## config.mk

```make
export PLATFORM = sky130hd
export DESIGN_NAME = mutex_with_waiter_fifo
export DESIGN_NICKNAME = d
export VERILOG_FILES = /design/src/sv/mwf_pkg.sv /design/src/sv/mwf_wait_ram.sv /design/src/sv/mutex_with_waiter_fifo.sv
export SDC_FILE = /design/constraint.sdc
export NUM_CORES = 1
export LEC_CHECK = 0
export ABC_AREA = 1
export BUFFER_PORTS_ARGS = -buffer_cell sky130_fd_sc_hd__buf_2
export CAP_MARGIN = 20
export CORE_ASPECT_RATIO = 0.6
export CORE_MARGIN = 5
export CORE_UTILIZATION = 50
export CTS_CLUSTER_SIZE = 10
export DETAILED_ROUTE_END_ITERATION = 8
export GPL_TIMING_DRIVEN = 0
export PLACE_DENSITY = 0.68
export SLEW_MARGIN = 20
export SYNTH_ARGS = -nofsm -noshare
export SYNTH_HDL_FRONTEND = slang
export SYNTH_SLANG_ARGS = --single-unit
```

## constraint.sdc

```tcl
create_clock -name i_clk -period 4.5 [get_ports i_clk]
set_input_delay 0.675 -clock i_clk [delete_from_list [all_inputs] [get_ports i_clk]]
set_output_delay 0.675 -clock i_clk [all_outputs]
set_load 0.02 [all_outputs]
```

## src/sv/mwf_pkg.sv

```systemverilog
// Shared types, codes and default sizes for the mutex with waiter FIFO.
`default_nettype none

package mwf_pkg;

    localparam int WAIT_DEPTH_DEF = 16;
    localparam int PID_BITS_DEF   = 8;

    localparam int FUNC_W   = 2;
    localparam int PID_W    = 8;
    localparam int STATUS_W = 3;

    typedef enum logic [FUNC_W-1:0] {
        FN_LOCK   = 2'd0,
        FN_TRY    = 2'd1,
        FN_UNLOCK = 2'd2,
        FN_UNUSED = 2'd3
    } t_func;

    typedef enum logic [STATUS_W-1:0] {
        ST_OK         = 3'd0,
        ST_ALREADY    = 3'd1,
        ST_QUEUED     = 3'd2,
        ST_BUSY       = 3'd3,
        ST_NOT_HOLDER = 3'd4,
        ST_FULL       = 3'd5,
        ST_BAD_PID    = 3'd6
    } t_status;

    typedef enum logic {
        S_IDLE = 1'b0,
        S_WAKE = 1'b1
    } t_state;

endpackage

`default_nettype wire

```

## src/sv/mwf_wait_ram.sv

```systemverilog
// Waiter id store: one write port and one registered read port.
`default_nettype none

module mwf_wait_ram #(
    parameter int DEPTH     = mwf_pkg::WAIT_DEPTH_DEF,
    parameter int DATA_BITS = mwf_pkg::PID_BITS_DEF,
    parameter int ADDR_BITS = (DEPTH > 1) ? $clog2(DEPTH) : 1
) (
    input  wire logic                 i_clk,
    input  wire logic                 i_wr_en,
    input  wire logic [ADDR_BITS-1:0] i_wr_addr,
    input  wire logic [DATA_BITS-1:0] i_wr_data,
    input  wire logic                 i_rd_en,
    input  wire logic [ADDR_BITS-1:0] i_rd_addr,
    output logic      [DATA_BITS-1:0] o_rd_data
);

    logic [DATA_BITS-1:0] r_mem [DEPTH];

    always_ff @(posedge i_clk) begin
        if (i_wr_en) begin
            r_mem[i_wr_addr] <= i_wr_data;
        end
    end

    always_ff @(posedge i_clk) begin
        if (i_rd_en) begin
            o_rd_data <= r_mem[i_rd_addr];
        end
    end

endmodule

`default_nettype wire

```

## src/sv/mutex_with_waiter_fifo.sv

```systemverilog
// Mutex with a bounded FIFO of waiting process ids.
//
// Input channel: i_valid, i_func, i_pid; the block holds it off with o_stall.
// A request is taken at a clock edge with i_valid high and o_stall low.
// Output channel: o_valid, o_status, o_wake_valid, o_wake_pid; the receiver
// holds it off with i_stall, and a held result stays unchanged.
// Every request yields exactly one result. Lock requests, whether they may
// queue or not, rejected requests and an unlock with no waiter present their
// result in the cycle after accept.
// An unlock that wakes a waiter reads the head entry of the waiter memory
// through its registered read port; the entry arrives in the S_WAKE state and
// then goes to the output register; the block takes no request in between.
// Throughput is one request per cycle but for stalls and unlocks that wake.
// A new request is taken while a result is being taken in the same cycle.
// While the receiver stalls, the result waits in the output register and
// new requests are held off.
// Reset frees the mutex and empties the queue; the waiter memory is not
// cleared, since only written entries are ever read.
`default_nettype none

module mutex_with_waiter_fifo #(
    parameter int WAIT_DEPTH = mwf_pkg::WAIT_DEPTH_DEF,
    parameter int PID_BITS   = mwf_pkg::PID_BITS_DEF
) (
    input  wire logic                          i_clk,
    input  wire logic                          i_rst_n,
    input  wire logic                          i_valid,
    output logic                               o_stall,
    input  wire logic [mwf_pkg::FUNC_W-1:0]    i_func,
    input  wire logic [mwf_pkg::PID_W-1:0]     i_pid,
    output logic                               o_valid,
    input  wire logic                          i_stall,
    output logic      [mwf_pkg::STATUS_W-1:0]  o_status,
    output logic                               o_wake_valid,
    output logic      [mwf_pkg::PID_W-1:0]     o_wake_pid
);

    import mwf_pkg::*;

    localparam int AW = (WAIT_DEPTH > 1) ? $clog2(WAIT_DEPTH) : 1;
    localparam int CW = $clog2(WAIT_DEPTH + 1);
    localparam int PW = (PID_BITS < PID_W) ? PID_BITS : PID_W;
    localparam logic [AW-1:0] LAST_SLOT = AW'(WAIT_DEPTH - 1);
    localparam logic [CW-1:0] FULL_COUNT = CW'(WAIT_DEPTH);

    t_state          r_state, n_state;
    logic            r_locked, n_locked;
    logic [PW-1:0]   r_holder, n_holder;
    logic [AW-1:0]   r_head, n_head;
    logic [AW-1:0]   r_tail, n_tail;
    logic [CW-1:0]   r_count, n_count;
    logic            r_out_valid, n_out_valid;
    t_status         r_out_status, n_out_status;
    logic            r_out_wake, n_out_wake;
    logic [PW-1:0]   r_out_pid, n_out_pid;

    logic            accept;
    logic            out_free;
    logic [PW-1:0]   pid;
    logic            wr_en;
    logic            rd_en;
    logic [PW-1:0]   rd_data;

    assign pid      = i_pid[PW-1:0];
    assign out_free = !r_out_valid || !i_stall;
    assign o_stall  = (r_state != S_IDLE) || !out_free;
    assign accept   = i_valid && !o_stall;

    always_comb begin
        n_state      = r_state;
        n_locked     = r_locked;
        n_holder     = r_holder;
        n_head       = r_head;
        n_tail       = r_tail;
        n_count      = r_count;
        n_out_valid  = r_out_valid && i_stall;
        n_out_status = r_out_status;
        n_out_wake   = r_out_wake;
        n_out_pid    = r_out_pid;
        wr_en        = 1'b0;
        rd_en        = 1'b0;

        unique case (r_state)
            S_WAKE: begin
                // Head entry arrives from the memory now.
                n_out_valid  = 1'b1;
                n_out_status = ST_OK;
                n_out_wake   = 1'b1;
                n_out_pid    = rd_data;
                n_state      = S_IDLE;
            end
            S_IDLE: begin
                if (accept) begin
                    n_out_valid  = 1'b1;
                    n_out_wake   = 1'b0;
                    n_out_pid    = '0;
                    priority if (pid == '0 || i_func == FN_UNUSED) begin
                        n_out_status = ST_BAD_PID;
                    end else if (i_func == FN_UNLOCK) begin
                        if (!r_locked || r_holder != pid) begin
                            n_out_status = ST_NOT_HOLDER;
                        end else begin
                            n_locked     = 1'b0;
                            n_holder     = '0;
                            n_out_status = ST_OK;
                            if (r_count != '0) begin
                                rd_en       = 1'b1;
                                n_out_valid = 1'b0;
                                n_state     = S_WAKE;
                                n_head      = (r_head == LAST_SLOT) ? '0 : r_head + 1'b1;
                                n_count     = r_count - 1'b1;
                            end
                        end
                    end else if (r_locked && r_holder == pid) begin
                        n_out_status = ST_ALREADY;
                    end else if (!r_locked) begin
                        n_locked     = 1'b1;
                        n_holder     = pid;
                        n_out_status = ST_OK;
                    end else if (i_func == FN_TRY) begin
                        n_out_status = ST_BUSY;
                    end else if (r_count >= FULL_COUNT) begin
                        n_out_status = ST_FULL;
                    end else begin
                        wr_en        = 1'b1;
                        n_tail       = (r_tail == LAST_SLOT) ? '0 : r_tail + 1'b1;
                        n_count      = r_count + 1'b1;
                        n_out_status = ST_QUEUED;
                    end
                end
            end
            default: begin
                n_state = S_IDLE;
            end
        endcase
    end

    always_ff @(posedge i_clk) begin
        if (!i_rst_n) begin
            r_state     <= S_IDLE;
            r_locked    <= 1'b0;
            r_holder    <= '0;
            r_head      <= '0;
            r_tail      <= '0;
            r_count     <= '0;
            r_out_valid <= 1'b0;
        end else begin
            r_state     <= n_state;
            r_locked    <= n_locked;
            r_holder    <= n_holder;
            r_head      <= n_head;
            r_tail      <= n_tail;
            r_count     <= n_count;
            r_out_valid <= n_out_valid;
        end
    end

    always_ff @(posedge i_clk) begin
        r_out_status <= n_out_status;
        r_out_wake   <= n_out_wake;
        r_out_pid    <= n_out_pid;
    end

    mwf_wait_ram #(
        .DEPTH     (WAIT_DEPTH),
        .DATA_BITS (PW),
        .ADDR_BITS (AW)
    ) u_wait_ram (
        .i_clk     (i_clk),
        .i_wr_en   (wr_en),
        .i_wr_addr (r_tail),
        .i_wr_data (pid),
        .i_rd_en   (rd_en),
        .i_rd_addr (r_head),
        .o_rd_data (rd_data)
    );

    assign o_valid      = r_out_valid;
    assign o_status     = r_out_status;
    assign o_wake_valid = r_out_wake;
    assign o_wake_pid   = PID_W'(r_out_pid);

endmodule

`default_nettype wire

```

==> results.py <==
metrics = {
    "outcome": {
        "status": "completed",
    },
    "worst_setup_path": {
        "cp-end-kind": "flip-flop",
        "worstPathArrival_ns": 2.87,
        "crit_required_ns": 4.55,
        "crit_path_start_kind": "input pin",
        "ff2ff_path_depth": 12,
        "critPathMaxFanout": 18,
        "worstSetupPathType": "in -> reg",
    },
    "sta": {
        "fmax_mhz": 356,
        "rsz0062_at_grt": "false",
        "setup_viol": 0,
        "drv_slew": 0,
        "timing.final.crit_share_pct": 62.5,
        "worstMarginPinSlew_ns": 0.803,
        "finClkSkew_ns": 0.0159,
        "hold_viol_final": 0,
        "slew_headroom_pct": 46.3,
        "period_needed_ns": 2.81,
        "setup_tns_ns": 0,
    },
    "place": {
        "gp_congestion": 0.966,
        "port_buffers": 27,
        "dp_cells": 892,
        "post-dp-hpwl_mm": 12.0,
    },
    "finish": {
        "drive_gt1_share_pct": 11.4,
        "nets": 740,
        "seq_area_um2": 4920,
        "syn2layout_area_growth_pct": 13.7,
        "diodes": 0,
        "nFillCells": 1207,
        "final_cells": 924,
        "multi_input_area_um2": 2110,
    },
    "cts": {
        "cts_tree": "yes",
        "cts_htree_levels": 4,
        "clk_latency_ns": 0.43,
        "clkSlewWorstSetupHoldPaths_ns": 0.07,
        "cts_root_buf": "clkbuf_16",
        "cts_hold_buf": 0,
        "cts_resized": 0,
        "clk_path_buf_depth": 2,
        "postCtsSetupRepairBufs": 0,
        "cts_buffers": 17,
        "clock-sinks": 172,
    },
    "die": {
        "initial_core_util_pct": 50.8,
        "io_pins": 28,
        "core-area_um2": 14500,
        "die_height_um": 104,
        "core.rowCount": 34,
        "die_w_um": 167,
        "die_area_um2": 17300,
    },
    "run": {
        "cap_violations": 0,
    },
    "global_route": {
        "grt_usage_pct": 20.2,
        "antenna_found_initial": 0,
        "grt.overflow.total": 0,
        "grt_max_degree": 21,
        "grt_pass1_vias": 5186,
        "grt_pass1_wl_mm": 27.2,
    },
    "synthesis": {
        "synth_seq_cells": 172,
        "yosys_warnings": 0,
        "ys_types": 33,
        "synthCells": 667,
        "synth_nets": 694,
        "seq_area_frac_synth_pct": 67.0,
        "netlist_area_um2": 7350,
        "synth_area_per_cell_um2": 11.0,
    },
    "power_and_ir_drop": {
        "leakagePower_nw": 3.03,
        "ir_drop_uv": 240,
        "power_mw": 3.43,
        "p_per_area_nw_per_um2": 411,
    },
    "detailed_routing": {
        "drt_iter0_markers": 606,
        "drc_errors": 0,
        "avgRoutedWirePerCell_um": 18.6,
        "num_vias": 5196,
        "via_per_inst": 5.62,
        "ant_nets": 0,
        "wl_mm": 17.2,
        "firstDrtPassIters": 5,
    },
    "hold_path": {
        "min_path_type": "reg -> reg",
        "min_path_cells": 2,
    },
}
logic make-up after synthesis:
kind of cell    share of synthesized area, %
flops                                   67.0
buf+inv                                 4.27
simple gates                            14.7
xor+xnor                               0.834
fa+ha+maj                               2.32
compound gates                          10.8
state kept, by name, summed over array words and instances (netlist names):
signal,cells
u_wait_ram.r_mem,128
o_wake_pid,8
r_holder,8
u_wait_ram.o_rd_data,8
r_count,5
r_head,4
r_tail,4
o_status,3
o_valid,1
o_wake_valid,1
r_locked,1
r_state,1
area by class of cell:
class	count	share of cell area, %
Clock inverter	14	2.17
Clock buffer	18	5.26
Buffer	28	1.42
Timing Repair Buffer	27	1.62
Inverter	52	2.34
Sequential cell	172	59.0
Multi-Input combinational cell	415	25.3
Tap cell	198	2.97
worst max-delay path, cell delays in order:
cell	delay (ns)
buf_2	0.35
inv_1	0.15
nand3_1	0.16
nor2_2	0.08
a21oi_4	0.19
nand3_1	0.09
nor2_1	0.26
nand2_1	0.23
nor2_1	0.67
cell usage in the layout (no fill, tap or decap), types with 2 or more instances in the layout:
| master | count |
|---|---|
| clkinvlp_4 | 2 |
| nand4_1 | 2 |
| bufinv_16 | 3 |
| clkinv_1 | 3 |
| inv_2 | 4 |
| nand2_1 | 88 |
| xnor2_1 | 4 |
| inv_6 | 3 |
| nand3_1 | 28 |
| nand3b_1 | 2 |
| o211ai_1 | 5 |
| a21oi_1 | 12 |
| clkinv_2 | 2 |
| o221ai_1 | 11 |
| inv_8 | 2 |
| a21oi_4 | 2 |
| o21ai_0 | 75 |
| nor2_4 | 3 |
| ha_1 | 12 |
| nor2_2 | 4 |
| nor2_1 | 125 |
| clkbuf_1 | 21 |
| xor2_1 | 3 |
| inv_1 | 45 |
| dfxtp_1 | 24 |
| o22ai_1 | 21 |
| clkinv_4 | 2 |
| edfxtp_1 | 148 |
| clkbuf_16 | 17 |
| buf_2 | 32 |
| o21ai_1 | 11 |
where the power goes:
group | internal [mW] | total (mW) | leakage, nW | switching [mW]
clock network | 0.901 | 1.54 | 0.301 | 0.635
logic | 0.0424 | 0.143 | 1.19 | 0.100
registers | 1.74 | 1.76 | 1.54 | 0.0116
routing by layer:
| metal | up-vias | global-route usage (%) | share of wire (%) |
|---|---|---|---|
| li1 | 2421 | - | - |
| met1 | 2551 | 28.6 | 46 |
| met2 | 202 | 30.9 | 45 |
| met3 | 22 | 5.66 | 7.6 |
| met4 | 0 | 5.78 | 1.2 |
| met5 | - | 0 | 0 |
path summary, 6_finish.rpt:
path	end	slack (ns)	startpoint
setup / recovery	u_wait_ram.r_mem[2][4]$_DFFE_PP_	1.69	i_pid[6]
hold / removal	o_wake_pid[4]$_SDFFCE_PN0P_	0.50	u_wait_ram.o_rd_data[4]$_DFFE_PP_
setup reg to reg	u_wait_ram.r_mem[2][4]$_DFFE_PP_	2.05	r_holder[1]$_SDFFE_PN0P_
hold reg to reg	o_wake_pid[4]$_SDFFCE_PN0P_	0.50	u_wait_ram.o_rd_data[4]$_DFFE_PP_
synthesized netlist by cell type, drive strengths merged:
| library cell | number | share of area, % |
|---|---|---|
| a21oi | 15 | 1.4 |
| buf | 7 | 0.54 |
| clkbuf | 21 | 1.1 |
| clkinv | 3 | 0.15 |
| dfxtp | 24 | 6.5 |
| edfxtp | 148 | 60 |
| fa | 1 | 0.27 |
| ha | 12 | 2.0 |
| inv | 49 | 2.5 |
| nand2 | 90 | 4.7 |
| nand3 | 28 | 1.9 |
| nand3b | 2 | 0.20 |
| nand4 | 3 | 0.34 |
| nor2 | 132 | 7.2 |
| nor3b | 1 | 0.26 |
| o211ai | 5 | 0.51 |
| o21ai | 86 | 5.9 |
| o221ai | 11 | 1.3 |
| o22ai | 21 | 1.8 |
| or2 | 1 | 0.085 |
| xnor2 | 4 | 0.48 |
| xor2 | 3 | 0.36 |
stage by stage:
step / hold WS, ns / utilization [%] / instance area (um2) / setup WS, ns
finish: 0.501 / 57.7 / 8350 / 1.69
global placement: 0.477 / 53.5 / 7730 / 1.34
global route: 0.525 / 57.7 / 8350 / 1.47
floorplan: 0.461 / - / 7350 / 2.29
detailed placement: 0.495 / 53.5 / 7730 / 1.29
CTS: 0.503 / 57.7 / 8350 / 1.71
Note: power is estimated with default switching activity, not from simulation.
